==> src/utf8dcw_pkg.sv <==
// Shared types, constants and the display-width function for the UTF-8 decoder.
// No dependencies; every other file in src imports this package.
package utf8dcw_pkg;

  localparam int CpW  = 21;
  localparam int LenW = 3;

  localparam logic [CpW-1:0] REPL_CP  = 21'h00FFFD;
  localparam logic [CpW-1:0] CP_MAX   = 21'h10FFFF;
  localparam logic [CpW-1:0] SURR_LO  = 21'h00D800;
  localparam logic [CpW-1:0] SURR_HI  = 21'h00DFFF;
  localparam logic [CpW-1:0] MIN_CP2  = 21'h000080;
  localparam logic [CpW-1:0] MIN_CP3  = 21'h000800;
  localparam logic [CpW-1:0] MIN_CP4  = 21'h010000;

  localparam logic [7:0] ASCII_MAX = 8'h7F;
  localparam logic [7:0] LEAD2_LO  = 8'hC2;
  localparam logic [7:0] LEAD2_HI  = 8'hDF;
  localparam logic [7:0] LEAD3_LO  = 8'hE0;
  localparam logic [7:0] LEAD3_HI  = 8'hEF;
  localparam logic [7:0] LEAD4_LO  = 8'hF0;
  localparam logic [7:0] LEAD4_HI  = 8'hF4;

  localparam logic [LenW-1:0] LEN1 = 3'd1;
  localparam logic [LenW-1:0] LEN2 = 3'd2;
  localparam logic [LenW-1:0] LEN3 = 3'd3;
  localparam logic [LenW-1:0] LEN4 = 3'd4;

  // Pending multi-byte sequence.
  typedef struct packed {
    logic [CpW-1:0]  partial;
    logic [LenW-1:0] exp_len;
    logic [LenW-1:0] seen;
  } dec_state_t;

  // Results caused by one byte: rep_cnt replacements, then an optional tail.
  typedef struct packed {
    logic [LenW-1:0] rep_cnt;
    logic            tail_valid;
    logic [CpW-1:0]  tail_cp;
    logic [LenW-1:0] tail_len;
    logic            tail_repl;
    logic            tail_width;
  } grp_t;

  // Zero columns for controls and the combining-mark blocks.
  function automatic logic cp_width(input logic [CpW-1:0] cp);
    logic zero;
    zero = (cp < 21'h20) || (cp >= 21'h7F && cp < 21'hA0) ||
           (cp >= 21'h0300 && cp <= 21'h036F) ||
           (cp >= 21'h1AB0 && cp <= 21'h1AFF) ||
           (cp >= 21'h1DC0 && cp <= 21'h1DFF) ||
           (cp >= 21'h20D0 && cp <= 21'h20FF) ||
           (cp >= 21'hFE20 && cp <= 21'hFE2F);
    return !zero;
  endfunction

endpackage

==> src/utf8dcw_decode.sv <==
// Combinational byte decoder: pending-sequence update and result group.
// Depends on utf8dcw_pkg.
module utf8dcw_decode (
  input  utf8dcw_pkg::dec_state_t st,
  input  logic [7:0]              data_byte,
  input  logic                    end_of_text,
  output utf8dcw_pkg::dec_state_t st_next,
  output utf8dcw_pkg::grp_t       grp
);
  import utf8dcw_pkg::*;

  logic            pending;
  logic            cont;
  logic            fresh;
  logic [CpW-1:0]  new_partial;
  logic [LenW-1:0] seen_inc;
  logic            val_ok;
  logic [LenW-1:0] lead_len;
  logic [CpW-1:0]  lead_init;

  assign pending     = (st.exp_len >= LEN2) && (st.exp_len <= LEN4) &&
                       (st.seen >= LEN1) && (st.seen < st.exp_len);
  assign cont        = (data_byte[7:6] == 2'b10);
  assign new_partial = {st.partial[CpW-7:0], data_byte[5:0]};
  assign seen_inc    = st.seen + LEN1;

  always_comb begin
    val_ok = 1'b1;
    if (st.exp_len == LEN2 && new_partial < MIN_CP2) val_ok = 1'b0;
    if (st.exp_len == LEN3 && new_partial < MIN_CP3) val_ok = 1'b0;
    if (st.exp_len == LEN4 && new_partial < MIN_CP4) val_ok = 1'b0;
    if (new_partial > CP_MAX) val_ok = 1'b0;
    if (new_partial >= SURR_LO && new_partial <= SURR_HI) val_ok = 1'b0;
  end

  always_comb begin
    lead_len  = '0;
    lead_init = '0;
    if (data_byte >= LEAD2_LO && data_byte <= LEAD2_HI) begin
      lead_len  = LEN2;
      lead_init = {16'd0, data_byte[4:0]};
    end else if (data_byte >= LEAD3_LO && data_byte <= LEAD3_HI) begin
      lead_len  = LEN3;
      lead_init = {17'd0, data_byte[3:0]};
    end else if (data_byte >= LEAD4_LO && data_byte <= LEAD4_HI) begin
      lead_len  = LEN4;
      lead_init = {18'd0, data_byte[2:0]};
    end
  end

  always_comb begin
    st_next = '0;
    grp     = '0;
    fresh   = 1'b1;
    if (pending) begin
      if (cont) begin
        fresh = 1'b0;
        if (seen_inc == st.exp_len) begin
          if (val_ok) begin
            grp.tail_valid = 1'b1;
            grp.tail_cp    = new_partial;
            grp.tail_len   = st.exp_len;
          end else begin
            grp.rep_cnt = st.exp_len;
          end
        end else if (end_of_text) begin
          grp.rep_cnt = seen_inc;
        end else begin
          st_next.partial = new_partial;
          st_next.exp_len = st.exp_len;
          st_next.seen    = seen_inc;
        end
      end else begin
        // The pending bytes are each replaced; this byte starts over.
        grp.rep_cnt = st.seen;
      end
    end

    if (fresh) begin
      if (data_byte <= ASCII_MAX) begin
        grp.tail_valid = 1'b1;
        grp.tail_cp    = {13'd0, data_byte};
        grp.tail_len   = LEN1;
      end else if (lead_len == '0 || end_of_text) begin
        grp.tail_valid = 1'b1;
        grp.tail_cp    = REPL_CP;
        grp.tail_len   = LEN1;
        grp.tail_repl  = 1'b1;
      end else begin
        st_next.partial = lead_init;
        st_next.exp_len = lead_len;
        st_next.seen    = LEN1;
      end
    end

    grp.tail_width = cp_width(grp.tail_cp);
  end

endmodule

==> src/utf8_decode_column_width_core.sv <==
// Streaming UTF-8 decoder with per-byte replacement and display width.
// Latency: the first result of a byte is shown the cycle after the byte's transaction.
// Throughput: one byte per cycle while each byte causes at most one result and the
// receiver takes every result; a byte causing more results (up to four) holds the
// input side while the single result register drains one result per cycle while m_tready is high.
// Reset (rst, synchronous, active high) drops any pending sequence and queued results.
module utf8_decode_column_width_core (
  input  logic        clk,
  input  logic        rst,
  input  logic        s_tvalid,
  output logic        s_tready,
  input  logic [7:0]  s_tdata,   // [7:0] data_byte
  input  logic        s_tlast,   // end_of_text
  output logic        m_tvalid,
  input  logic        m_tready,
  output logic [31:0] m_tdata,   // [20:0] code_point, [23:21] seq_length, [24] width
  output logic        m_tuser,   // replaced
  output logic        m_tlast    // last
);
  import utf8dcw_pkg::*;

  // Pending sequence state, updated on every input transaction.
  dec_state_t st;
  dec_state_t st_next;

  // Result register: the whole group of results one byte produced. Replacements for
  // pending bytes go out first, then the optional tail result.
  grp_t grp;
  grp_t grp_next;

  logic s_acc;
  logic m_acc;
  logic grp_busy;
  logic grp_has;
  logic on_rep;

  utf8dcw_decode u_decode (
    .st          (st),
    .data_byte   (s_tdata),
    .end_of_text (s_tlast),
    .st_next     (st_next),
    .grp         (grp_next)
  );

  assign grp_busy = (grp.rep_cnt != '0) || grp.tail_valid;
  assign grp_has  = (grp_next.rep_cnt != '0) || grp_next.tail_valid;
  assign on_rep   = (grp.rep_cnt != '0);

  // A new byte is taken when the result register is empty or its final result is
  // leaving in this cycle, so a steady stream of single-result bytes runs at full rate.
  assign s_tready = !grp_busy || (m_acc && m_tlast);
  assign s_acc    = s_tvalid && s_tready;
  assign m_acc    = m_tvalid && m_tready;

  always_ff @(posedge clk) begin
    if (rst) begin
      st  <= '0;
      grp <= '0;
    end else begin
      if (s_acc) begin
        st <= st_next;
      end
      if (s_acc && grp_has) begin
        grp <= grp_next;
      end else if (m_acc) begin
        if (on_rep) begin
          grp.rep_cnt <= grp.rep_cnt - LEN1;
        end else begin
          grp.tail_valid <= 1'b0;
        end
      end
    end
  end

  // Output view of the head of the group.
  assign m_tvalid = grp_busy;
  always_comb begin
    if (on_rep) begin
      m_tdata = {7'd0, 1'b1, LEN1, REPL_CP};
      m_tuser = 1'b1;
      m_tlast = (grp.rep_cnt == LEN1) && !grp.tail_valid;
    end else begin
      m_tdata = {7'd0, grp.tail_width, grp.tail_len, grp.tail_cp};
      m_tuser = grp.tail_repl;
      m_tlast = 1'b1;
    end
  end

endmodule

==> config.mk <==
export PLATFORM = sky130hd
export DESIGN_NAME = utf8_decode_column_width_core
export DESIGN_NICKNAME = d
export VERILOG_FILES = /design/src/utf8dcw_pkg.sv /design/src/utf8dcw_decode.sv /design/src/utf8_decode_column_width_core.sv
export SDC_FILE = /design/constraint.sdc
export NUM_CORES = 1
export LEC_CHECK = 0
export BUFFER_PORTS_ARGS = -buffer_cell sky130_fd_sc_hd__buf_4
export CAP_MARGIN = 0
export CORE_ASPECT_RATIO = 2
export CORE_MARGIN = 8
export CORE_UTILIZATION = 45
export CTS_BUF_LIST = sky130_fd_sc_hd__clkbuf_4 sky130_fd_sc_hd__clkbuf_8 sky130_fd_sc_hd__clkbuf_16
export CTS_CLUSTER_SIZE = 30
export DETAILED_ROUTE_END_ITERATION = 8
export GPL_ROUTABILITY_DRIVEN = 1
export PLACE_DENSITY = 0.77
export SLEW_MARGIN = 20
export SYNTH_ARGS = -nofsm -noshare
export SYNTH_HDL_FRONTEND = slang
export SYNTH_SLANG_ARGS = --single-unit
==> constraint.sdc <==
create_clock -name clk -period 2.9 [get_ports clk]
set_input_delay 0.29 -clock clk [delete_from_list [all_inputs] [get_ports clk]]
set_output_delay 0.29 -clock clk [all_outputs]
set_load 0.05 [all_outputs]
== Word-level counts from Yosys, hierarchy flattened ==
Cells that the tools add are included.
Word-level totals
  flip-flop bits (word level): 51
  input bits: 13
  word-level logic and storage cells: 128
Operators by class
  $add $sub $neg: 2
  magnitude comparators: 30
  equal/unequal tests: 7
  mux-type cells: 39
  reductions and logical operators: 41
Operators by type and width (number)
  $mux 21: 7
  $mux 25: 5
  $mux 26: 2
  $ge 21x13->1 const B: 2
  $ge 21x16->1 const B: 2
  $le 21x13->1 const B: 2
  $le 21x16->1 const B: 2
  $lt 21x8->1 const B: 2
  $mux 28: 1
  $mux 3: 9
  $ge 8x8->1 const B: 3
  $le 8x8->1 const B: 3
  $ge 21x10->1 const B: 1
  $ge 21x14->1 const B: 1
  $ge 21x7->1 const B: 1
  $gt 21x21->1 const B: 1
  $le 21x10->1 const B: 1
  $le 21x14->1 const B: 1
  $logic_and 1x1->1: 21
  $lt 21x12->1 const B: 1
  $lt 21x17->1 const B: 1
  $lt 21x6->1 const B: 1
  $mux 15: 1
  $mux 4: 3
  20 further kinds: 45

== Depth between registers and ports, before layout ==
Gate-level depths: netlist (run 1).
  depth in word-level cells: 23
  mapped depth: 14
  depth with buffers taken out: 11

== By module ==
Synthesis (run 1) repeated with hierarchy kept, for this count alone.
Unflattened totals
  cell total of the unflattened synthesis: 530
  area, all modules: 4112.7 um2
Modules (own cells, without submodules)
  utf8_decode_column_width_core: instances 1, cells an instance 314, area an instance 2811.4 um2, sequential area each 1141.1 um2
  utf8dcw_decode: instances 1, cells an instance 216, area an instance 1301.2 um2, sequential area each 0.0 um2

== Worst setup path before layout (run 1) ==
OpenSTA, ideal clock, no wires.
  path type: register -> register
  start point: register grp[27] (netlist name)
  end point: register grp[20] (netlist name)
  setup time: 0.130 ns
  data arrival time: 3.152 ns
  path slack: -0.382 ns
  stages on the path, launching flop included: 12
  clock period less this slack: 3.282 ns
  cell sequence: dfxtp_1 inv_1 ha_1 nor2b_1 a21oi_1 nor3_1 and2_1 clkbuf_1 o41ai_4 buf_6 a211oi_1 nor3_2
Between the ends
  cells in the longest elaborated chain, start to end: 7
  elaborated cells between the ends (all ways): 11
  those cells by class: eq/ne (1); mux (1); reduce/logical (9)
RTL lines
  start, declared: RTL line utf8_decode_column_width_core.sv:28  | grp_t grp;
  start signal, assigned: RTL line utf8_decode_column_width_core.sv:64  | grp <= grp_next;
  $eq 3x1->1 / $reduce_bool 3->1 (equally long branches): RTL line utf8_decode_column_width_core.sv:81, utf8_decode_column_width_core.sv:45, utf8_decode_column_width_core.sv:47
  $logic_and 1x1->1 / $logic_or 1x1->1 (equally long branches): RTL line utf8_decode_column_width_core.sv:81, utf8_decode_column_width_core.sv:45
  $mux 1 / $logic_and 1x1->1 (equally long branches): RTL line utf8_decode_column_width_core.sv:78, utf8_decode_column_width_core.sv:53
  $logic_and 1x1->1: RTL line utf8_decode_column_width_core.sv:51  | assign s_tready = !grp_busy || (m_acc && m_tlast);
  $logic_or 1x1->1 (*): RTL line utf8_decode_column_width_core.sv:51
  named net s_tready: RTL line utf8_decode_column_width_core.sv:11  | output logic s_tready,
  $logic_and 1x1->1 (*): RTL line utf8_decode_column_width_core.sv:52  | assign s_acc = s_tvalid && s_tready;
  $logic_and 1x1->1 (*): RTL line utf8_decode_column_width_core.sv:63  | if (s_acc && grp_has) begin
Mark *: on every way through the listed nets, which the timed path passes. The rest lies on a longest branch.
A chain may end at the register's enable or synchronous reset.

== Worst setup path in the final report (run 1) ==
  start point: register st[0] (netlist name)
  end point: register grp[19] (netlist name)
Between the ends
  cells in the longest elaborated chain, start to end: 10
  elaborated cells between the ends (all ways): 19
  those cells by class: add/sub (1); order compare (2); eq/ne (1); mux (10); reduce/logical (5)
RTL lines
  $add 3x1->3: RTL line utf8dcw_decode.sv:25  | assign seen_inc = st.seen + LEN1;
  $eq 3x3->1: RTL line utf8dcw_decode.sv:58  | if (seen_inc == st.exp_len) begin
  $mux 25: RTL line utf8dcw_decode.sv:58
  $mux 25: RTL line utf8dcw_decode.sv:56  | if (cont) begin
  $mux 28: RTL line utf8dcw_decode.sv:55  | if (pending) begin
  $mux 26: RTL line utf8dcw_decode.sv:84  | end else if (lead_len == '0 || end_of_text) begin
  $mux 25: RTL line utf8dcw_decode.sv:80  | if (data_byte <= ASCII_MAX) begin
  $mux 26: RTL line utf8dcw_decode.sv:79  | if (fresh) begin
  $logic_or 1x1->1: RTL line utf8_decode_column_width_core.sv:46  | assign grp_has = (grp_next.rep_cnt != '0) || grp_next.tail_valid;
  $logic_and 1x1->1: RTL line utf8_decode_column_width_core.sv:63
Several ways; a longest one is shown, not always the timed one.

==> results.yml, run 1 <==
logic_synthesis:
  seq_area_frac_synth: 0.3058
  netlist.area_leader.share: 0.3058
  synthFlopType: "dfxtp_1"
  ys_seq_elements: 51
  yosysUniqueCellTypes: 64
  synth_area_leaders: "dfxtp_1 (31%), a21oi_1 (6.4%), nand2_1 (5.3%)"
  yosysTopAreaCell: "dfxtp_1"
  yosys_warnings: 0
  syn_avg_cell_area_sq_um: 7.639
  async_flop_share: 0
  synth_common_cells: "dfxtp_1 (51), nand2_1 (47), nor2_1 (44), a21oi_1 (43), nand2b_1 (23)"
  synthCells: 437
  synth_enable_flop_cells: 0
  synth_most_common_cell: "dfxtp_1"
  synth_area_sq_um: 3338
sta:
  fin_hold_ws_ps: 284.4
  drv_slew: 0
  worstMarginPinSlew_ps: 562.5
  finalHoldViolCount: 0
  fin_skew_ps: 2.800
  fin_crit_ps: 2784
  fin_crit_sh: 0.9601
  fmax_ghz: 0.3592
  tns_ps: 0
  setup_violations: 0
  relSlewSlack: 0.6215
routing:
  vias_per_cell: 5.960
  wl_per_cell_microns: 17.38
  ant_nets: 0
  routed_wl_microns: 10390
  drtIter0Drc: 327
  drc: 0
  vias: 3564
  drt-pass1-iter-count: 5
place:
  dp.cells: 581
  globalplace.congestion: 0.9644
  dpl.hpwl_microns: 7339
  dpl_cell_area_sq_um: 3933
  port_buffers: 41
critical_path:
  r2r_slack_ps: 120
  worstSetupPathType: "register to register"
  crit_top_cell: "buf_4"
  max_stage_delay_ps: 420
  timing.critical_path.cells: "ha_4 > xor3_2 > o31ai_4 > o21ai_1 > a31oi_1 > a211oi_1 > buf_4 > o41ai_4 > buf_4 > clkbuf_16 > a211oi_4 > nor3_1"
  crit_slowest_cell: "xor3_2"
  critPathMaxFanout: 6
  rr_worst_depth: 12
  worstReg2RegEnd: "grp[19]$_SDFFE_PP0P_"
  worstSetupStartpointType: "register"
  end_kind: "register"
  arrival_ps: 3010
  crit_required_ps: 3120
  timing.rr.start: "st[0]$_SDFFE_PP0P_"
clocking:
  cts_sinks: 51
  numCtsBuffers: 5
  cts.clk_slew.worst_paths_ps: 70
  clockBufferDepth: 2
  cts.htree.levels: 2
  clock_latency_ps: 290
  cts_tree: "built"
  cts-root-buf: "clkbuf_16"
hold_path:
  hold_class: "input port to register"
  min_to: "st[7]$_SDFFE_PP0P_"
  min_from: "s_tdata[1]"
  hold_path_depth: 3
global_route:
  grt.overflow.total: 0
  grt_pass1_vias: 3370
  antenna_found_initial: 0
  grt_pass1_wl_microns: 16100
  grt_max_degree: 52
  grt_use_total: 0.1869
cells_and_area:
  final_nets: 527
  drive_above_1_share: 0.2708
  stdcell_area_sq_um: 4298
  final_cells: 598
  area_delta_synth_final_pct: 28.75
  antenna_cells: 0
floorplanning:
  core.rowCount: 44
  die_h_microns: 137.8
  dieArea_sq_um: 10600
  io-pin-count: 49
  die_x_microns: 76.90
  coreArea_sq_um: 7212
  initial_core_util: 0.4629
power_and_ir_drop:
  powerDensity_nw_per_um2: 979.0
  leakage_nw: 1.674
  ir_worst_vdd_uv: 760.6
outcome:
  status: "completed"
job:
  maxCapViolCount: 0
-- sequential cells by signal, indices dropped and copies added, names as in the netlist --
signal  flops
grp        30
st         21
-- per-layer routing --
metal,GRT usage,wire (microns),vias to the layer above
met5,0,0,-
met1,0.1864,3664,1656
li1,-,-,1689
met2,0.3463,5524,171
met4,0.1185,532,0
met3,0.03464,672,48
-- area by class of cell --
type,instances,area (sq um)
inverter,12,45.04
sequential,51,1027
tap,92,115.1
clock buffer,5,125.1
timing repair buffer,97,765.7
multi-input combinational,339,2182
clock inverter,2,37.54
fill,660,2914
-- how the worst max path moves through the flow --
stage / startpoint / slack [ps] / depth (start not counted) / endpoint
6_report: st[0]$_SDFFE_PP0P_ / 120 / 12 / grp[19]$_SDFFE_PP0P_
3_5_place_dp: st[1]$_SDFFE_PP0P_ / -40 / 12 / grp[17]$_SDFFE_PP0P_
4_1_cts: st[1]$_SDFFE_PP0P_ / 10 / 13 / grp[23]$_SDFFE_PP0P_
5_1_grt: st[0]$_SDFFE_PP0P_ / -20 / 12 / grp[19]$_SDFFE_PP0P_
2_1_floorplan: grp[27]$_SDFFE_PP0P_ / 100 / 11 / grp[20]$_SDFFE_PP0P_
3_3_place_gp: st[1]$_SDFFE_PP0P_ / 90 / 11 / grp[0]$_SDFFE_PP0P_
-- power breakdown --
part / total (mW) / switching (mW) / internal (mW)
Sequential: 0.868 / 0.0568 / 0.812
Clock: 0.670 / 0.267 / 0.403
Combinational: 2.67 / 1.82 / 0.850
-- worst max-delay path: cells and delay by family, from the launching register on --
kind	cells	cell delay, ps
buf+inv	3	510
fa+ha+maj	1	170
flops	1	380
xor+xnor	1	420
compound gates	6	1070
simple gates	1	160
-- per-stage QoR --
stage / power, mW / setup WS, ps / utilization
after floorplan: 2.713 / 104.8 / -
after global placement: 3.404 / 92.73 / 0.5453
after detailed placement: 3.434 / -35.34 / 0.5453
after CTS: 4.107 / 11.60 / 0.5687
after global routing: 4.420 / -23.07 / 0.5959
final: 4.208 / 115.7 / 0.5959
-- timing repair --
item	in CTS	in global routing
buffers inserted	0	8
pin swaps	0	14
resized for setup	2	24
hold buffers	0	0
setup endpoints to repair	5	27
gates cloned	0	2
-- kinds of logic (layout without fill, tap and decap cells) --
family          count (synthesis)  after routing  share of synthesized area
fa+ha+maj                       8              8                    0.02999
compound gates                124            124                     0.2590
xor+xnor                        4              4                    0.01499
other cells                     1              7                   0.001123
flops                          51             51                     0.3058
buf+inv                        53            116                    0.07834
simple gates                  196            196                     0.3107
-- placed cells by master (no fill, tap or decap), types with 5 or more instances in the layout --
master and count:
a211oi_1 14, a21oi_1 42, a22oi_1 8, and2_1 11, buf_4 93, clkbuf_16 6
conb_1 7, dfxtp_1 48, ha_1 5, inv_1 12, nand2_1 47, nand2b_1 23
nand3_1 22, nor2_1 43, nor3_1 11, nor4_1 5, o211ai_1 9, o21ai_0 8
o21ai_1 8
No activity file was read; power rests on OpenSTA's default activity.
==> run 2, diff against run 1 <==
- SETUP_SLACK_MARGIN: default -> 0.02
- clock period: 2.9 -> 2.4 ns (I/O delays scaled with it)
==> run 2 against run 1 <==
Via count grew 11%; the run now ends with negative setup slack left; first-iteration DRC count is 8.9% higher; design area rose by 19%; largest cell class unchanged; worst setup slack lost 520 ps.
==> results.yml, run 2 (synthesis gave the netlist of run 1 again) <==
cells_and_area:
  top_regs: "grp x30, st x21"
  antenna_cells: 0
  final_common_cell: "buf_4"
  final_nets: 591
  area_delta_synth_final_pct: 53.79
  layout.cells.most_common_list: "buf_4 (148), dfxtp_1 (44), nand2_1 (41), nor2_1 (41), a21oi_1 (33)"
  final_cells: 663
  seq_area_sq_um: 1037
  multi_input_area_sq_um: 2481
  largest_register_ffs: 30
  fill_cells: 564
  drive_above_1_share: 0.4343
  largest-register: "grp"
clocking:
  cts-root-buf: "clkbuf_16"
  cts.clk_slew.worst_paths_ps: 70
  cts.htree.levels: 2
  cts_tree: "built"
  cts_sinks: 51
  clockBufferDepth: 2
  clock_latency_ps: 300
  numCtsBuffers: 5
global_route:
  grt_pass1_vias: 3832
  grt.overflow.total: 0
  grt_max_degree: 52
  antenna_found_initial: 0
  grt_pass1_wl_microns: 18420
  grt_use_total: 0.2173
place:
  dp.cells: 639
  port_buffers: 41
  dpl.hpwl_microns: 8476
  post-place-ws_ps: -387.1
  globalplace.congestion: 0.9180
critical_path:
  end_kind: "register"
  crit_required_ps: 2590
  timing.critical_path.cells: "or3b_4 > a211oi_4 > nand3_2 > buf_4 > nor3_4 > buf_4 > nand3_2 > or4_4 > a2bb2oi_4 > o32ai_2"
  crit_slowest_cell: "or4_4"
  max_stage_delay_ps: 540
  timing.rr.start: "st[5]$_SDFFE_PP0P_"
  critPathMaxFanout: 5
  rr_worst_depth: 10
  r2r_slack_ps: -410
  arrival_ps: 2990
  worstSetupStartpointType: "register"
  worstReg2RegEnd: "grp[0]$_SDFFE_PP0P_"
  worstSetupPathType: "register to register"
floorplanning:
  core.rowCount: 44
  io-pin-count: 49
  die_x_microns: 76.90
  dieArea_sq_um: 10600
  coreArea_sq_um: 7212
  die_h_microns: 137.8
  initial_core_util: 0.4629
power_and_ir_drop:
  power_mw: 5.392
  leakage_nw: 2.079
  ir_worst_vdd_uv: 837.4
  powerDensity_nw_per_um2: 1050
routing:
  drtIter0Drc: 356
  wl_per_cell_microns: 18.57
  drc: 0
  vias_per_cell: 5.944
  routed_wl_microns: 12310
  vias: 3941
  drt-pass1-iter-count: 5
  ant_nets: 0
sta:
  fin_crit_ps: 2805
  setup_violations: 29
  fmax_ghz: 0.3565
  relSlewSlack: 0.5875
  finalHoldViolCount: 0
  fin_crit_sh: 1.169
  drv_slew: 0
  rsz0062_at_grt: "yes"
  fin_skew_ps: 5.813
  worstMarginPinSlew_ps: 618.8
  fin_ws_ps: -405.1
outcome:
  violations: "negative setup slack"
  status: "finished, violations left"
hold_path:
  min_to: "grp[26]$_SDFFE_PP0P_"
  min_from: "m_tready"
  hold_path_depth: 4
  hold_class: "input port to register"
job:
  maxCapViolCount: 0
run 2: changes by cell type in the layout (fill, tap and decap cells not counted), sizes merged:
cell and change:
buf +64, bufinv -1, clkbuf +1, clkinv +1
run 2: where the power goes:
part / leakage (nW) / total (mW) / switching, mW / internal, mW
sequential: 0.419 / 1.05 / 0.0757 / 0.979
combinational: 1.59 / 3.58 / 2.38 / 1.20
clock: 0.0731 / 0.757 / 0.340 / 0.418
run 2: worst max path at each step:
stage | slack [ps] | depth (start not counted) | endpoint | start
2_1_floorplan | -180 | 10 | grp[0]$_SDFFE_PP0P_ | st[1]$_SDFFE_PP0P_
3_3_place_gp | -340 | 12 | grp[0]$_SDFFE_PP0P_ | st[1]$_SDFFE_PP0P_
3_5_place_dp | -390 | 12 | grp[12]$_SDFFE_PP0P_ | st[7]$_SDFFE_PP0P_
4_1_cts | -350 | 10 | grp[0]$_SDFFE_PP0P_ | st[1]$_SDFFE_PP0P_
5_1_grt | -510 | 12 | grp[0]$_SDFFE_PP0P_ | st[5]$_SDFFE_PP0P_
6_report | -410 | 10 | grp[0]$_SDFFE_PP0P_ | st[5]$_SDFFE_PP0P_
run 2: critical path, delay by kind of cell (launching register included):
kind                   cells  cell delay (ps)
AO/OA/AOI/OAI              3              540
buffers and inverters      2              340
flip-flops                 1              380
AND/OR/NAND/NOR            5             1440
run 2: metal layers:
metal / vias up / track usage / part of all wire
met5: - / 0 / 0
met4: 0 / 0.1778 / 0.065
met3: 57 / 0.04314 / 0.055
met2: 177 / 0.4010 / 0.54
met1: 1893 / 0.2019 / 0.34
li1: 1814 / - / -
run 2: repair_timing:
| item | in CTS | in global routing |
|---|---|---|
| setup endpoints to repair | 29 | 35 |
| buffers inserted | 4 | 10 |
| hold buffers | 0 | 0 |
| pin swaps | 4 | 24 |
| endpoints found under the hold margin | 0 | 0 |
| gates resized for setup | 22 | 50 |
| cloned | 1 | 1 |
run 2: layout make-up:
type / count / share of cell area
clock buffers: 6 / 0.02705
well taps: 92 / 0.02242
multi-input cells: 339 / 0.4833
flip-flops and latches: 51 / 0.2020
inverters: 12 / 0.009262
repair buffers: 161 / 0.2527
clock inverters: 2 / 0.003168
run 2: through the flow:
| step | hold WS, ps | util | TNS, ps | cell area [sq um] |
|---|---|---|---|---|
| 3_5_place_dp | 447.9 | 0.6261 | -8153 | 4516 |
| 3_3_place_gp | 438.9 | 0.6261 | -5639 | 4516 |
| 6_report | 293.8 | 0.7118 | -7817 | 5134 |
| 2_1_floorplan | 388.3 | - | -1410 | 3506 |
| 5_1_grt | 324.5 | 0.7118 | -11090 | 5134 |
| 4_1_cts | 292.0 | 0.6655 | -7396 | 4800 |
